[config.mk]
export PLATFORM = sky130hd
export DESIGN_NAME = ppf_queue
export DESIGN_NICKNAME = d
export VERILOG_FILES = /design/src/rtl/core/point_polar_filter_min_binning_assert.svh /design/src/rtl/core/ppf_pkg.sv /design/src/rtl/core/ppf_queue.sv
export SDC_FILE = /design/constraint.sdc
export NUM_CORES = 1
export LEC_CHECK = 0
export BUFFER_PORTS_ARGS = -buffer_cell sky130_fd_sc_hd__clkbuf_2
export CAP_MARGIN = 20
export CORE_UTILIZATION = 45
export CTS_BUF_LIST = sky130_fd_sc_hd__clkbuf_16
export DETAILED_ROUTE_END_ITERATION = 7
export PLACE_DENSITY = 0.7
export SETUP_SLACK_MARGIN = 0.1
export SLEW_MARGIN = 25
export SYNTH_ARGS = -nofsm -noshare
export SYNTH_HDL_FRONTEND = slang
export SYNTH_SLANG_ARGS = --single-unit
export TNS_END_PERCENT = 10
[constraint.sdc]
create_clock -name clk -period 7.3 [get_ports clk]
set_input_delay 1.095 -clock clk [delete_from_list [all_inputs] [get_ports clk]]
set_output_delay 1.095 -clock clk [all_outputs]
set_load 0.05 [all_outputs]
[src/rtl/core/point_polar_filter_min_binning_assert.svh]
// Assertion macros for the polar point filter.
`ifndef POINT_POLAR_FILTER_MIN_BINNING_ASSERT_SVH
`define POINT_POLAR_FILTER_MIN_BINNING_ASSERT_SVH
`ifndef SYNTHESIS
`define PPF_ASSERT_IMPL(label, clk, rst_n, ante, cons) \
  label: assert property (@(posedge clk) disable iff (!rst_n) (ante) |-> (cons)) \
    else $error("assertion failed");
`define PPF_ASSERT_NEXT(label, clk, rst_n, ante, cons) \
  label: assert property (@(posedge clk) disable iff (!rst_n) (ante) |=> (cons)) \
    else $error("assertion failed");
`else
`define PPF_ASSERT_IMPL(label, clk, rst_n, ante, cons)
`define PPF_ASSERT_NEXT(label, clk, rst_n, ante, cons)
`endif
`endif

[src/rtl/core/ppf_pkg.sv]
package ppf_pkg;
  localparam int CW = 20;
  localparam int RW = 20;
  localparam int BIW = 10;
  localparam int ZW = 34;
  localparam int MAX_BINS = 1024;

  localparam logic [2:0] REG_MIN_RANGE = 3'd0;
  localparam logic [2:0] REG_MAX_RANGE = 3'd1;
  localparam logic [2:0] REG_MIN_X     = 3'd2;
  localparam logic [2:0] REG_MAX_X     = 3'd3;
  localparam logic [2:0] REG_MIN_Y     = 3'd4;
  localparam logic [2:0] REG_MAX_Y     = 3'd5;
  localparam logic [2:0] REG_BIN_COUNT = 3'd6;
  localparam logic [2:0] REG_OUT_MODE  = 3'd7;

  // Work item handed from the front end to the back end.
  typedef struct packed {
    logic            cmd;
    logic [BIW-1:0]  read_index;
    logic            pass;
    logic [RW-1:0]   range;
    logic [BIW-1:0]  bin;
  } job_t;

  // Arctangent table in binary angle units, 2^32 per turn.
  function automatic logic [31:0] atan_lut(input logic [4:0] i);
    logic [31:0] v;
    case (i)
      5'd0: v = 32'h20000000;  5'd1: v = 32'h12E4051E;  5'd2: v = 32'h09FB385B;
      5'd3: v = 32'h051111D4;  5'd4: v = 32'h028B0D43;  5'd5: v = 32'h0145D7E1;
      5'd6: v = 32'h00A2F61E;  5'd7: v = 32'h00517C55;  5'd8: v = 32'h0028BE53;
      5'd9: v = 32'h00145F2F;  5'd10: v = 32'h000A2F98; 5'd11: v = 32'h000517CC;
      5'd12: v = 32'h00028BE6; 5'd13: v = 32'h000145F3; 5'd14: v = 32'h0000A2F9;
      5'd15: v = 32'h0000517C; 5'd16: v = 32'h000028BE; 5'd17: v = 32'h0000145F;
      5'd18: v = 32'h00000A2F; 5'd19: v = 32'h00000517; 5'd20: v = 32'h0000028B;
      5'd21: v = 32'h00000145; 5'd22: v = 32'h000000A2; 5'd23: v = 32'h00000051;
      default: v = 32'h0;
    endcase
    return v;
  endfunction
endpackage

[src/rtl/core/ppf_queue.sv]
module ppf_queue import ppf_pkg::*; (
  input  logic clk,
  input  logic rst_n,
  input  logic wr_valid,
  output logic wr_ready,
  input  job_t wr_data,
  output logic rd_valid,
  input  logic rd_ready,
  output job_t rd_data
);
  // Two-entry queue between front and back end.
  job_t mem_r [2];
  logic wp_r, rp_r;
  logic [1:0] cnt_r;
  logic wr_fire, rd_fire;
  assign wr_ready = (cnt_r != 2'd2);
  assign rd_valid = (cnt_r != 2'd0);
  assign rd_data = mem_r[rp_r];
  assign wr_fire = wr_valid && wr_ready;
  assign rd_fire = rd_valid && rd_ready;
  always_ff @(posedge clk) begin
    if (!rst_n) begin
      wp_r <= 1'b0; rp_r <= 1'b0; cnt_r <= '0;
    end else begin
      if (wr_fire) wp_r <= ~wp_r;
      if (rd_fire) rp_r <= ~rp_r;
      cnt_r <= cnt_r + 2'(wr_fire) - 2'(rd_fire);
    end
  end
  always_ff @(posedge clk) begin
    if (wr_fire) mem_r[wp_r] <= wr_data;
  end
endmodule

# After elaboration in Yosys (flattened, before gate mapping)
# Memories as Yosys holds them, arrays and structs flattened. A register that Yosys moved wholly into a read port is not among the register bits.
# Index checks and enable logic that the tools add are counted.
# word_totals
word_cells	16
memories	1
latchBits	0
mem_bits_rw	84
romBits	0
regBits	4
inputBits	46
# classes
n_div	0
reduce_logical	3
multipliers	0
add_sub_neg	2
muxes	4
n_bitwise	2
n_shift	0
n_eq_ne	1
n_lt_le_gt_ge	0
# mem_list
memory	depth	word_bits	rd	rd_ports_with_merged_regs	wr	line_no	rtl
mem_r	2	42	1	1	1	ppf_queue.sv:12	job_t mem_r [2];
# op_table
op	count
1-bit 2-to-1 mux	4
2-bit by 1-bit adder with 2-bit output	1
1-bit logical AND	2
2-bit != test, second input constant	1
1-bit inverter	2
2-bit nonzero test	1
2-bit by 1-bit subtractor with 2-bit output	1

# Logic depth before layout (Yosys ltp)
# depth
word_depth	4
ltp_mapped	8

# Worst setup path after synthesis
# OpenSTA, ideal clock, no wires.
# synth_timing
kind	in2reg
start	input port wr_valid
end	memory mem_r[0][0] (netlist name), enable pin
path_slack_ns	3.877
stages	2
setup_time_ns	0.442
path_buffers	0
t_required_ns	6.858
arrival_time_ns	2.981
path_cell_list	nand2_1 > nor2_1
# synth_via
elab_chain_cells	3
# synth_rtl
item	line_no	rtl
start, declared	ppf_queue.sv:4	input logic wr_valid,
1-bit logical AND	ppf_queue.sv:19	assign wr_fire = wr_valid && wr_ready;
1-bit 2-to-1 mux	ppf_queue.sv:31	if (wr_fire) mem_r[wp_r] <= wr_data;
1-bit 2-to-1 mux (not written as such)	ppf_queue.sv:31	
end, declared	ppf_queue.sv:12	
# No other way between the ends.

==> metrics.txt <==
clk_lat worst skew 0.33 ns; DRC Markers 0; total of max-cap violations 0; critical-path maximum fanout 36; Final Max Tran Viols 0; Slowest-stage cell, CP buf_4; Core Footprint 7370 um^2; vias in the first global route about 1700; crit path time final 3.09 ns; routed wire length per instance around 15 um; post-layout power 0.00178 W; fin area 4320 um^2; Mapped Cells 155; TNS Setup 0 ns; Net count, final 300; share of post-route cells with drive strength above 1 59.1%; most common cell after layout, fill and taps aside clkbuf_2; CTS Sinks a little under 90; Yosys top cell by area edfxtp_1; worst clock skew 0.00490 ns; first-pass GRT wire length 8490 um; Die Footprint 8070 um^2; Mapped Area 3470 um^2; DP Area 3980 um^2; CP Data Required Time 6.20 ns; WS Path Type flop to output port; final hold viol count 0; fin crit share roughly 42%; crit end category output port; CP Cell Sequence buf_4 -> mux2_2 -> clkbuf_2; CP Buf/Inv Count 2; TritonRoute pass-1 iters 4; cell area power density 412 nW/um^2; synth warn 0; sequential area share after synthesis 75.5%; slowest stage delay, CP approximately 0.58 ns; Startpoint Class flop; Storage cell area 2620 um^2; hold buffer count at CTS 0; most frequent cells in the layout clkbuf_2 (89), edfxtp_1 (84), mux2_4 (40); setup ws final 4.21 ns; max_slew headroom 55.9%; RSZ-0062 raised after global routing no; Syn Nets just over 200; num rows 31; # Post-CTS Setup Buffers 0; outcome finished, final reports clean; Layout area overhead 24.3%; DR iter-0 viols 100; max frequency 324 MHz; clock buffer depth 2; final setup fails 0; H-Tree Depth 3; Antenna Cells 0; initial antenna violation count 0; Filler Cell Count about 600; CTS buffer count 9; DRT Wirelength 5360 um; crit-path leading delay family buffers and inverters; post-CTS resize count 0; TritonCTS clock tree done; multi-input logic area between 700 and 800 um^2; Place WS between 4 and 5 ns; cells taking the most area after synthesis edfxtp_1 (73%), mux2_4 (17%), dfxtp_1 (2.9%); DRT antenna net count 0; Yosys top cell area share 72.6%; Avg Cell Area, Syn 22.4 um^2; vias per inst 4.63; total grt overflow 0; Max VDD drop 0.240 mV; vias between 1500 and 2000; post-synth cell types 18; PortBufs 89; CTS clk-pin slew, worst paths 0.06 ns; CTS root buf clkbuf_16; WP data arrival just under 2 ns; Ports 90; WHS 0.533 ns; Die Ht approximately 90 um; Final Wtd Congestion approximately 0.65; flops & latches, synth 89; Chip Width 89.8 um; Leakage Power 1.74 nW; pin count of the biggest net entering global routing 43; Min-Delay Path Class flop to flop; actual slew at the worst max-slew pin roughly 0.66 ns; gr usage total 14.1%; initial core utilization 47.1%
[through the flow]
stage | util (%) | instances
2_1_floorplan | - | 155
6_report | 58.6 | 356
3_5_place_dp | 53.9 | 340
5_1_grt | 58.6 | 356
4_1_cts | 58.5 | 356
3_3_place_gp | 53.9 | 340
[layout make-up]
type	count	area share (%)
Inverter	1	0.0870
Clock buffer	9	5.22
Timing Repair Buffer	91	10.7
Multi-Input combinational cell	60	17.8
Clock inverter	7	2.58
Sequential cell	89	60.8
Tap cell	99	2.87
[registers in the layout, indices dropped and copies added, names as in the netlist, named ones only]
| signal | count |
|---|---|
| wp_r | 1 |
| rp_r | 1 |
| cnt_r | 2 |
| mem_r | 84 |
[Yosys cell counts, drive strengths merged]
master / instances
nor2: 1
xnor2: 3
or2: 1
mux2: 42
nor2b: 2
and2: 2
ha: 2
edfxtp: 84
dfxtp: 5
and3: 1
inv: 1
nand2: 2
o21a: 1
nand2b: 2
mux2i: 1
buf: 5
[kinds of logic after synthesis]
logic type | after synthesis | share of synthesized area, %
compound gates | 1 | 0.252
simple gates | 11 | 1.77
flops | 89 | 75.5
mux | 43 | 18.2
fa+ha+maj | 2 | 0.721
xor+xnor | 3 | 0.757
buf+inv | 6 | 2.74
[worst register-to-register path: stages (launching register included)]
cell      delay [ns]
dfxtp_1         0.36
nand2b_1        0.15
nand2_1         0.15
ha_1            0.31
inv_1           0.04
ha_1            0.17
xnor2_1         0.14
xnor2_1         0.12
and2_1          0.15
[per-layer routing]
layer | wire length [um] | track usage (%)
met5 | 0 | 0
met3 | 193 | 3.21
met1 | 2160 | 15.5
met2 | 2910 | 25.6
met4 | 93 | 6.97
[where the power goes]
group | switching [W] | internal (W) | total, W
sequential | 0.0000262 | 0.000643 | 0.000669
clock | 0.000174 | 0.000332 | 0.000505
combinational | 0.000408 | 0.000196 | 0.000604
total | 0.000608 | 0.00117 | 0.00178
[final timing paths]
path                 start  slack [ns]  cells after the start          to
setup / recovery      flop        4.21                      3  rd_data[0]
hold / removal        wp_r        0.53                      2        wp_r
setup reg to reg  cnt_r[0]        5.61                      8    cnt_r[1]
hold reg to reg       wp_r        0.53                      2        wp_r
Power figures use the tool's default switching activity.
