## src/rtl/core/point_polar_filter_min_binning_assert.svh

```systemverilog
// Assertion macros for the polar point filter.
`ifndef POINT_POLAR_FILTER_MIN_BINNING_ASSERT_SVH
`define POINT_POLAR_FILTER_MIN_BINNING_ASSERT_SVH
`ifndef SYNTHESIS
`define PPF_ASSERT_IMPL(label, clk, rst_n, ante, cons) \
  label: assert property (@(posedge clk) disable iff (!rst_n) (ante) |-> (cons)) \
    else $error("assertion failed");
`define PPF_ASSERT_NEXT(label, clk, rst_n, ante, cons) \
  label: assert property (@(posedge clk) disable iff (!rst_n) (ante) |=> (cons)) \
    else $error("assertion failed");
`else
`define PPF_ASSERT_IMPL(label, clk, rst_n, ante, cons)
`define PPF_ASSERT_NEXT(label, clk, rst_n, ante, cons)
`endif
`endif

```

## src/rtl/core/ppf_pkg.sv

```systemverilog
package ppf_pkg;
  localparam int CW = 20;
  localparam int RW = 20;
  localparam int BIW = 10;
  localparam int ZW = 34;
  localparam int MAX_BINS = 1024;

  localparam logic [2:0] REG_MIN_RANGE = 3'd0;
  localparam logic [2:0] REG_MAX_RANGE = 3'd1;
  localparam logic [2:0] REG_MIN_X     = 3'd2;
  localparam logic [2:0] REG_MAX_X     = 3'd3;
  localparam logic [2:0] REG_MIN_Y     = 3'd4;
  localparam logic [2:0] REG_MAX_Y     = 3'd5;
  localparam logic [2:0] REG_BIN_COUNT = 3'd6;
  localparam logic [2:0] REG_OUT_MODE  = 3'd7;

  // Work item handed from the front end to the back end.
  typedef struct packed {
    logic            cmd;
    logic [BIW-1:0]  read_index;
    logic            pass;
    logic [RW-1:0]   range;
    logic [BIW-1:0]  bin;
  } job_t;

  // Arctangent table in binary angle units, 2^32 per turn.
  function automatic logic [31:0] atan_lut(input logic [4:0] i);
    logic [31:0] v;
    case (i)
      5'd0: v = 32'h20000000;  5'd1: v = 32'h12E4051E;  5'd2: v = 32'h09FB385B;
      5'd3: v = 32'h051111D4;  5'd4: v = 32'h028B0D43;  5'd5: v = 32'h0145D7E1;
      5'd6: v = 32'h00A2F61E;  5'd7: v = 32'h00517C55;  5'd8: v = 32'h0028BE53;
      5'd9: v = 32'h00145F2F;  5'd10: v = 32'h000A2F98; 5'd11: v = 32'h000517CC;
      5'd12: v = 32'h00028BE6; 5'd13: v = 32'h000145F3; 5'd14: v = 32'h0000A2F9;
      5'd15: v = 32'h0000517C; 5'd16: v = 32'h000028BE; 5'd17: v = 32'h0000145F;
      5'd18: v = 32'h00000A2F; 5'd19: v = 32'h00000517; 5'd20: v = 32'h0000028B;
      5'd21: v = 32'h00000145; 5'd22: v = 32'h000000A2; 5'd23: v = 32'h00000051;
      default: v = 32'h0;
    endcase
    return v;
  endfunction
endpackage

```

## src/rtl/core/ppf_front.sv

```systemverilog
module ppf_front import ppf_pkg::*; #(
  parameter int CORDIC_STEPS = 16
) (
  input  logic            clk,
  input  logic            rst_n,
  input  logic            in_valid,
  output logic            in_ready,
  input  logic            cmd,
  input  logic signed [CW-1:0] px, py, ox, oy,
  input  logic [BIW-1:0]  read_index,
  input  logic [RW-1:0]   min_range, max_range,
  input  logic signed [CW-1:0] min_x, max_x, min_y, max_y,
  input  logic [10:0]     bin_count,
  output logic            job_valid,
  input  logic            job_ready,
  output job_t            job
);
  localparam logic [2:0] S_IDLE = 3'd0, S_SQRT = 3'd1, S_CORD = 3'd2,
                         S_MUL = 3'd3, S_BIN = 3'd4, S_DONE = 3'd5;
  localparam int XW = CW + 28;

  logic [2:0] state_r, state_nxt;
  logic signed [CW:0] dx_r, dy_r;
  logic [5:0] step_r;
  logic [41:0] rem_r, root_r;
  logic [41:0] bit_r;
  logic signed [XW-1:0] x_r, y_r;
  logic signed [ZW-1:0] z_r;
  logic fixed_r;
  logic [32:0] ph_r;
  logic [10:0] cnt_r;
  logic [43:0] prod_r;
  job_t job_r;

  assign in_ready = (state_r == S_IDLE);
  assign job_valid = (state_r == S_DONE);
  assign job = job_r;

  logic signed [CW:0] dx_w, dy_w;
  logic [CW:0] ax_w, ay_w;
  logic [41:0] sum_w;
  assign dx_w = {px[CW-1], px} - {ox[CW-1], ox};
  assign dy_w = {py[CW-1], py} - {oy[CW-1], oy};
  assign ax_w = dx_w[CW] ? -dx_w : dx_w;
  assign ay_w = dy_w[CW] ? -dy_w : dy_w;
  assign sum_w = 42'(ax_w) * 42'(ax_w) + 42'(ay_w) * 42'(ay_w);

  logic [41:0] rb_w;
  logic signed [XW-1:0] sx_w, sy_w;
  assign rb_w = root_r + bit_r;
  assign sx_w = x_r >>> step_r;
  assign sy_w = y_r >>> step_r;

  logic signed [ZW-1:0] zp_w;
  logic [32:0] ph_w;
  assign zp_w = z_r + ZW'(64'sh80000000);
  assign ph_w = zp_w[ZW-1] ? 33'd0 : (zp_w > ZW'(64'h100000000)) ? 33'h100000000
              : zp_w[32:0];

  // Bin index from the product; S_BIN limits it to the last bin.
  logic [11:0] binr_w;
  assign binr_w = prod_r[43:32];

  always_ff @(posedge clk) begin
    if (!rst_n) begin
      state_r <= S_IDLE;
    end else begin
      state_r <= state_nxt;
    end
  end

  always_comb begin
    state_nxt = state_r;
    case (state_r)
      S_IDLE: if (in_valid) state_nxt = cmd ? S_DONE : S_SQRT;
      S_SQRT: if (bit_r == 42'd1) state_nxt = S_CORD;
      S_CORD: if (fixed_r || step_r == 6'(CORDIC_STEPS - 1)) state_nxt = S_MUL;
      S_MUL:  state_nxt = S_BIN;
      S_BIN:  state_nxt = S_DONE;
      S_DONE: if (job_ready) state_nxt = S_IDLE;
      default: state_nxt = S_IDLE;
    endcase
  end

  // Datapath: integer square root two bits a cycle, then CORDIC one step a cycle.
  always_ff @(posedge clk) begin
    case (state_r)
      S_IDLE: if (in_valid) begin
        dx_r <= dx_w; dy_r <= dy_w;
        rem_r <= sum_w; root_r <= '0; bit_r <= 42'h1 << 40;
        step_r <= '0;
        cnt_r <= (bin_count < 11'd2) ? 11'd2 :
                 (bin_count > 11'(MAX_BINS)) ? 11'(MAX_BINS) : bin_count;
        job_r.cmd <= cmd; job_r.read_index <= read_index;
        job_r.pass <= 1'b0; job_r.range <= '0; job_r.bin <= '0;
        // Zero offset and the angle of plus pi skip the CORDIC.
        if (dx_w == 0 && dy_w == 0) begin
          fixed_r <= 1'b1; ph_r <= 33'h80000000;
        end else if (dy_w == 0 && dx_w[CW]) begin
          fixed_r <= 1'b1; ph_r <= 33'h100000000;
        end else begin
          fixed_r <= 1'b0;
        end
        if (dx_w[CW]) begin
          if (!dy_w[CW]) begin
            x_r <= XW'(dy_w) <<< 24; y_r <= -(XW'(dx_w) <<< 24);
            z_r <= ZW'(64'sh40000000);
          end else begin
            x_r <= -(XW'(dy_w) <<< 24); y_r <= XW'(dx_w) <<< 24;
            z_r <= -ZW'(64'sh40000000);
          end
        end else begin
          x_r <= XW'(dx_w) <<< 24; y_r <= XW'(dy_w) <<< 24; z_r <= '0;
        end
      end
      S_SQRT: begin
        if (rem_r >= rb_w) begin
          rem_r <= rem_r - rb_w; root_r <= (root_r >> 1) + bit_r;
        end else begin
          root_r <= root_r >> 1;
        end
        bit_r <= bit_r >> 2;
      end
      S_CORD: begin
        if (!fixed_r) begin
          if (!y_r[XW-1]) begin
            x_r <= x_r + sy_w; y_r <= y_r - sx_w;
            z_r <= z_r + ZW'(atan_lut(step_r[4:0]));
          end else begin
            x_r <= x_r - sy_w; y_r <= y_r + sx_w;
            z_r <= z_r - ZW'(atan_lut(step_r[4:0]));
          end
        end
        step_r <= step_r + 6'd1;
        job_r.range <= (root_r > 42'(2**RW - 1)) ? RW'(2**RW - 1) : root_r[RW-1:0];
        job_r.pass <= (dx_r > $signed({min_x[CW-1], min_x})) &&
                      (dx_r < $signed({max_x[CW-1], max_x})) &&
                      (dy_r > $signed({min_y[CW-1], min_y})) &&
                      (dy_r < $signed({max_y[CW-1], max_y})) &&
                      (root_r > 42'(min_range)) && (root_r < 42'(max_range));
      end
      S_MUL: begin
        prod_r <= 44'((fixed_r ? ph_r : ph_w)) * 44'(cnt_r);
      end
      S_BIN: begin
        job_r.bin <= (binr_w >= 12'(cnt_r)) ? BIW'(cnt_r - 11'd1) : binr_w[BIW-1:0];
      end
      default: ;
    endcase
  end
endmodule

```

## config.mk

```make
export PLATFORM = sky130hd
export DESIGN_NAME = ppf_front
export DESIGN_NICKNAME = d
export VERILOG_FILES = /design/src/rtl/core/point_polar_filter_min_binning_assert.svh /design/src/rtl/core/ppf_pkg.sv /design/src/rtl/core/ppf_front.sv
export SDC_FILE = /design/constraint.sdc
export NUM_CORES = 2
export LEC_CHECK = 0
export BUFFER_PORTS_ARGS = -buffer_cell sky130_fd_sc_hd__buf_2
export CAP_MARGIN = 10
export CORE_MARGIN = 8
export CORE_UTILIZATION = 50
export CTS_BUF_LIST = sky130_fd_sc_hd__clkbuf_4 sky130_fd_sc_hd__clkbuf_8
export CTS_CLUSTER_SIZE = 12
export DETAILED_ROUTE_END_ITERATION = 12
export GPL_TIMING_DRIVEN = 0
export PLACE_DENSITY = 0.67
export SYNTH_ARGS = -nofsm -noshare
export SYNTH_HDL_FRONTEND = slang
export SYNTH_SLANG_ARGS = --single-unit
```

## constraint.sdc

```tcl
create_clock -name clk -period 16.5 [get_ports clk]
set_input_delay 0.825 -clock clk [delete_from_list [all_inputs] [get_ports clk]]
set_output_delay 0.825 -clock clk [all_outputs]
set_load 0.02 [all_outputs]
```

== Yosys cells after proc, flatten, opt, wreduce, memory -nomap -nowiden ==
Memory sizes are Yosys's and may differ from the RTL's. A register that Yosys moved wholly into a read port is not among the register bits.
Index checks and enable logic that the tools add are counted.

* Word-level logic and storage cells: 150
* RAM bits: 0
* Output and inout port bits: 44
* Bits in latches: 0
* Register bits after elaboration: 407
* Memories: 2
* Bits of input ports: 226
* Bits in read-only memories: 1920

{| class="wikitable"
|+ Memory list
! name !! words !! width !! rd ports !! clocked after Yosys merged registers in !! write ports !! RTL line !! text
|-
| (name not given) || 32 || 30 || 1 || 1 || 0 || ppf_pkg.sv:29 || <nowiki>case (i)</nowiki>
|-
| (name not given) || 32 || 30 || 1 || 1 || 0 || ppf_pkg.sv:29 ||
|}

* Multiplexer cells: 55
* Reductions and logical operators: 24
* Equality and inequality tests: 13
* Add/sub/neg operators: 19
* Shift operators: 2
* Order comparisons: 12
* Divide/modulo/power cells: 0
* Multipliers: 3
* Bitwise operators: 0

{| class="wikitable"
|+ Operators by type and width
! cell !! count
|-
| $mux W48 || 10
|-
| $pmux W42 S2 || 3
|-
| $mux W42 || 5
|-
| $mux W32 || 6
|-
| $pmux W48 S2 || 2
|-
| $mux W34 || 5
|-
| $mux W33 || 4
|-
| $add A48 B48 Y48 || 2
|-
| $neg A45 Y48 || 2
|-
| $sshr A48 B6 Y48 || 2
|-
| $sub A48 B48 Y48 || 2
|-
| $add A42 B42 Y42 || 2
|-
| $mul A21 B21 Y42 || 2
|-
| $pmux W34 S2 || 1
|-
| $logic_not A32 Y1 || 2
|-
| $mul A33 B11 Y44 || 1
|-
| $add A41 B42 Y42 || 1
|-
| $eq A42 B1 Y1 const B || 1
|-
| $ge A42 B42 Y1 || 1
|-
| $gt A21 B20 Y1 || 2
|-
| $gt A42 B20 Y1 || 1
|-
| $gt A42 B20 Y1 const B || 1
|-
| $lt A21 B20 Y1 || 2
|-
| $lt A42 B20 Y1 || 1
|-
| other kinds (39) || 67
|}

== Logic depth before layout (Yosys ltp) ==
* Depth in word-level cells: 7
* Depth in mapped cells: 47
* Depth with buffers taken out: 44

== Worst setup path before layout ==
Ideal clock, no wire load.

* Path kind: input to register
* From: input px[0]
* To: register rem_r[41], data pin
* Buffers on the path: 1
* Data required time: 16.351 ns
* Path slack: 4.923 ns
* Cell stages on the path: 41
* Arrival: 11.428 ns
* Cell sequence: inv_1 > ha_1 > inv_1 > fa_1 > a21o_1 > a211oi_1 > o21bai_1 > xor2_1 > or4_1 > a211oi_1 > o2111ai_1 > or3_1 > or3_1 > inv_1 > ha_1 > clkbuf_1 > nand2_1 > fa_1 > [5 not listed] > fa_1 > fa_1 > fa_1 > fa_1 > inv_1 > fa_1 > inv_1 > ha_1 > nand4_1 > or4_1 > o2111ai_1 > a211oi_1 > nand2b_1 > a211oi_1 > o21ai_0 > a21oi_1 > xnor3_1 > mux2i_1

* Cells in the longest elaborated chain, start to end: 7

{| class="wikitable"
|+ Ends and longest elaborated chain
! element !! RTL line !! text
|-
| start, declared || ppf_front.sv:9 || <nowiki>input logic signed [CW-1:0] px, py, ox, oy,</nowiki>
|-
| $sub A20 B20 Y21 (*) || ppf_front.sv:42 || <nowiki>assign dx_w = {px[CW-1], px} - {ox[CW-1], ox};</nowiki>
|-
| via dx_w[6] || ppf_front.sv:39 || <nowiki>logic signed [CW:0] dx_w, dy_w;</nowiki>
|-
| $neg A21 Y21 || ppf_front.sv:44 || <nowiki>assign ax_w = dx_w[CW] ? -dx_w : dx_w;</nowiki>
|-
| $mux W21 (*) || ppf_front.sv:44 ||
|-
| $mul A21 B21 Y42 (*) || ppf_front.sv:46 || <nowiki>assign sum_w = 42'(ax_w) * 42'(ax_w) + 42'(ay_w) * 42'(ay_w);</nowiki>
|-
| $add A42 B42 Y42 (*) || ppf_front.sv:46 ||
|-
| $mux W42 (*) || ppf_front.sv:88 || <nowiki>S_IDLE: if (in_valid) begin</nowiki>
|-
| $pmux W42 S2 (*) || ppf_front.sv:87 || <nowiki>case (state_r)</nowiki>
|-
| end signal, assigned || ppf_front.sv:118 || <nowiki>rem_r <= rem_r - rb_w; root_r <= (root_r >> 1) + bit_r;</nowiki>
|-
| end, declared || ppf_front.sv:25 || <nowiki>logic [41:0] rem_r, root_r;</nowiki>
|}

Mark *: on every way through the listed nets, which the timed path passes. The rest lies on a longest branch. The select of a mux whose other input is x is not followed.
A chain may end at the register's enable or synchronous reset.

== Worst setup path in the final report ==
* From: input px[0]
* To: register rem_r[41], data pin

* Cells in the longest elaborated chain, start to end: 7

{| class="wikitable"
|+ Ends and longest elaborated chain
! element !! RTL line !! text
|-
| $sub A20 B20 Y21 (*) || ppf_front.sv:42 ||
|-
| $neg A21 Y21 || ppf_front.sv:44 ||
|-
| $mux W21 (*) || ppf_front.sv:44 ||
|-
| via ax_w[0] || ppf_front.sv:40 || <nowiki>logic [CW:0] ax_w, ay_w;</nowiki>
|-
| $mul A21 B21 Y42 (*) || ppf_front.sv:46 ||
|-
| $add A42 B42 Y42 (*) || ppf_front.sv:46 ||
|-
| $mux W42 (*) || ppf_front.sv:88 ||
|-
| $pmux W42 S2 (*) || ppf_front.sv:87 ||
|}

Marked as above.

==> qor.yml <==
timing:
  relSlewSlack_pct: 5.75
  slew_violations: 0
  finalCritPeriodShare_pct: 89.1
  fmaxAchievable_mhz: 68.0
  finalSetupViolCount: 0
  setup-tns-final_ns: 0
  rsz0062_at_grt: "no"
  skew_ns: 0.0679
  fin_crit_ns: 14.71
  hold_viol: 0
  tightest_slew_ns: 1.40
setup_path:
  r2r_cells: 27
  max_stage_delay_ns: 1.05
  critPathCapture: "rem_r[41]"
  setup.worst_path.end_class: "flop"
  rrSetupSlack_ns: 5.79
  cp.arrival_ns: 15.38
  cpMostUsedCell: "fa_1"
  crit_path_start: "px[0]"
  path_class: "input pin to flop"
  cp_max_fo: 11
  worst_setup_path_start_kind: "input pin"
  slowest_stage: "clkinv_1"
  timing.rr.end: "x_r[47]"
  r2r-start: "step_r[1]"
  cp.required_ns: 17.18
cells_and_area:
  layout_common_cells: "1325 x inv_1, 989 x fa_1, 726 x ha_1, 707 x nor2_1, 569 x nand2_1"
  final_cell_count_no_fill: 11100
  drive_gt1_share_pct: 8.49
  synthToLayoutAreaGrowth_pct: 8.28
  finish.net_count: 10900
  mostFrequentLayoutCell: "inv_1"
global_routing:
  grt_pass1_vias: 68700
  grt_max_degree: 64
  grt_pass1_wl_um: 440000
  grt.overflow.total: 0
  grt.total_usage_pct: 34.6
  antenna_found_initial: 22
synthesis:
  syn_area_um2: 77000
  synth_compound_area_share_pct: 14.1
  synth_cell_types: 102
  synth_top_area_cell: "fa_1"
  synth_mux_area_share_pct: 5.27
  syn_area_per_cell_um2: 8.96
  ys_seq_area_share_pct: 14.6
  synth_top_family_by_area: "adder cells"
  synth_xor_area_share_pct: 5.19
  synth_fa_ha_area_share_pct: 37.5
  yosysTopAreaCellShare_pct: 25.7
  synth_flop_cell: "edfxtp_1"
  synth_cells: 8584
  synth-seq-cells: 384
  synth-edff-count: 351
  async_reset_ff_share_pct: 0
  yosys.area_share.simple_pct: 14.7
  yosys_warnings: 0
  synthTopCellsByArea: "fa_1 26%, edfxtp_1 14%, ha_1 12%"
floorplan:
  die_y_um: 408
  dieArea_um2: 167000
  initial_core_util_pct: 50.1
  core_region_area_um2: 154000
  core.rowCount: 144
  die_w_um: 408
  ios: 270
clock_network:
  root_buffer: "clkbuf_8"
  cts.clk_slew.worst_paths_ns: 0.07
  cts_hold_buf: 0
  post_cts_buffers: 0
  clock_path_buffers: 3
  clock-sinks: 384
  clock_latency_ns: 0.83
  h-tree-depth: 3
  cts_tree: "done"
  cts_resized: 0
  numCtsBuffers: 81
routing:
  drt-total-wl_um: 296000
  via_count: 68300
  first_pass_iters: 6
  routed_via_density: 6.15
  detail_route.iter0.violations: 6986
  wl_per_cell_um: 26.7
  final_antenna_net_count: 0
  drcViolationCount: 0
min_path:
  hold_start: "read_index[5]"
  hold_class: "input pin to flop"
placed_design:
  dp_cells: 10900
  portBuffers: 269
  gp_congestion: 1.07
  dp_hpwl_um: 246000
flow_run:
  maxCapViolations: 0
outcome:
  status: "complete, no violations"
routing by layer:
layer	vias to the layer above	routed length [µm]	GRT usage, %
met3	790	25600	5.90
li1	30000	-	-
met2	3413	132000	54.1
met4	6	22000	21.0
met5	-	47	0
met1	34000	117000	45.0
final cells by class:
cell class              instances  area, µm²
repair buffers                302       1790
clock inverters                39        422
flip-flops and latches        384      11200
inverters                    1349       5070
multi-input cells            6475      59300
diodes                         17       42.5
well taps                    2044       2560
plain buffers                 390       1590
clock buffers                 107       1350
fillers                     14300      70200
critical path, delay by kind of cell:
kind | cells | cell delay (ns)
buffers and inverters | 11 | 2.96
muxes | 1 | 0.14
AOI/OAI and AO/OA | 7 | 2.12
and+or+nand+nor | 8 | 3.22
xor gates and xnor gates | 2 | 1.17
adders and majority gates | 10 | 4.91
through the flow:
step	hold slack (ns)	instance area [µm²]	utilization, %	setup WS, ns
finish	0.178	83300	54.3	1.79
global route	0.147	83300	54.3	1.55
CTS	0.0962	83200	54.2	2.34
detailed placement	0.625	81500	53.1	1.46
global placement	0.617	80900	52.7	-3.02
floorplan	0.574	77000	-	4.92
cell usage after synthesis (26+ instances only):
cell type and instances:
a211o_1 39, a211oi_1 91, a21o_1 202, a21oi_1 403, a221oi_1 26, a31oi_1 90, and2_1 82, and3_1 147
buf_1 30, buf_2 26, clkbuf_1 321, dfxtp_1 33, edfxtp_1 351, fa_1 989, ha_1 726, inv_1 1326
mux2_2 82, mux2i_1 74, mux4_2 102, nand2_1 571, nand2b_1 64, nand3_1 323, nand4_1 67, nor2_1 708
nor2b_1 76, nor3_1 130, nor4_1 41, o211ai_1 45, o21a_1 65, o21ai_0 326, o21bai_1 55, o22ai_1 49
o31ai_1 38, or2_2 26, or3_1 41, xnor2_1 262, xor2_1 189
registers in the layout, summed over array words and instances, names as in the netlist, named ones only:
signal / flops
x_r: 48
y_r: 48
job: 42
rem_r: 42
root_r: 42
z_r: 34
bit_r: 21
dx_r: 21
dy_r: 21
prod_r: 12
cnt_r: 11
step_r: 6
state_r: 3
ph_r: 2
fixed_r: 1
cells by family (layout without fill, tap and decap cells):
group / after synthesis / after routing
xor+xnor: 453 / 453
compound gates: 1650 / 1650
fa+ha+maj: 1715 / 1715
simple gates: 2375 / 2375
flops: 384 / 384
buf+inv: 1739 / 2187
mux: 266 / 266
other cells: 2 / 33
how the worst min path moves through the flow:
stage	to	slack, ns	cells after the start
finish	job[36]	0.18	1
global route	job[36]	0.15	1
CTS	job[36]	0.1	1
detailed placement	bit_r[4]	0.63	1
global placement	bit_r[8]	0.62	1
floorplan	bit_r[0]	0.57	1
Power is not shown: default switching activity piles up to over one toggle a cycle in this logic, so the estimate is an artifact.
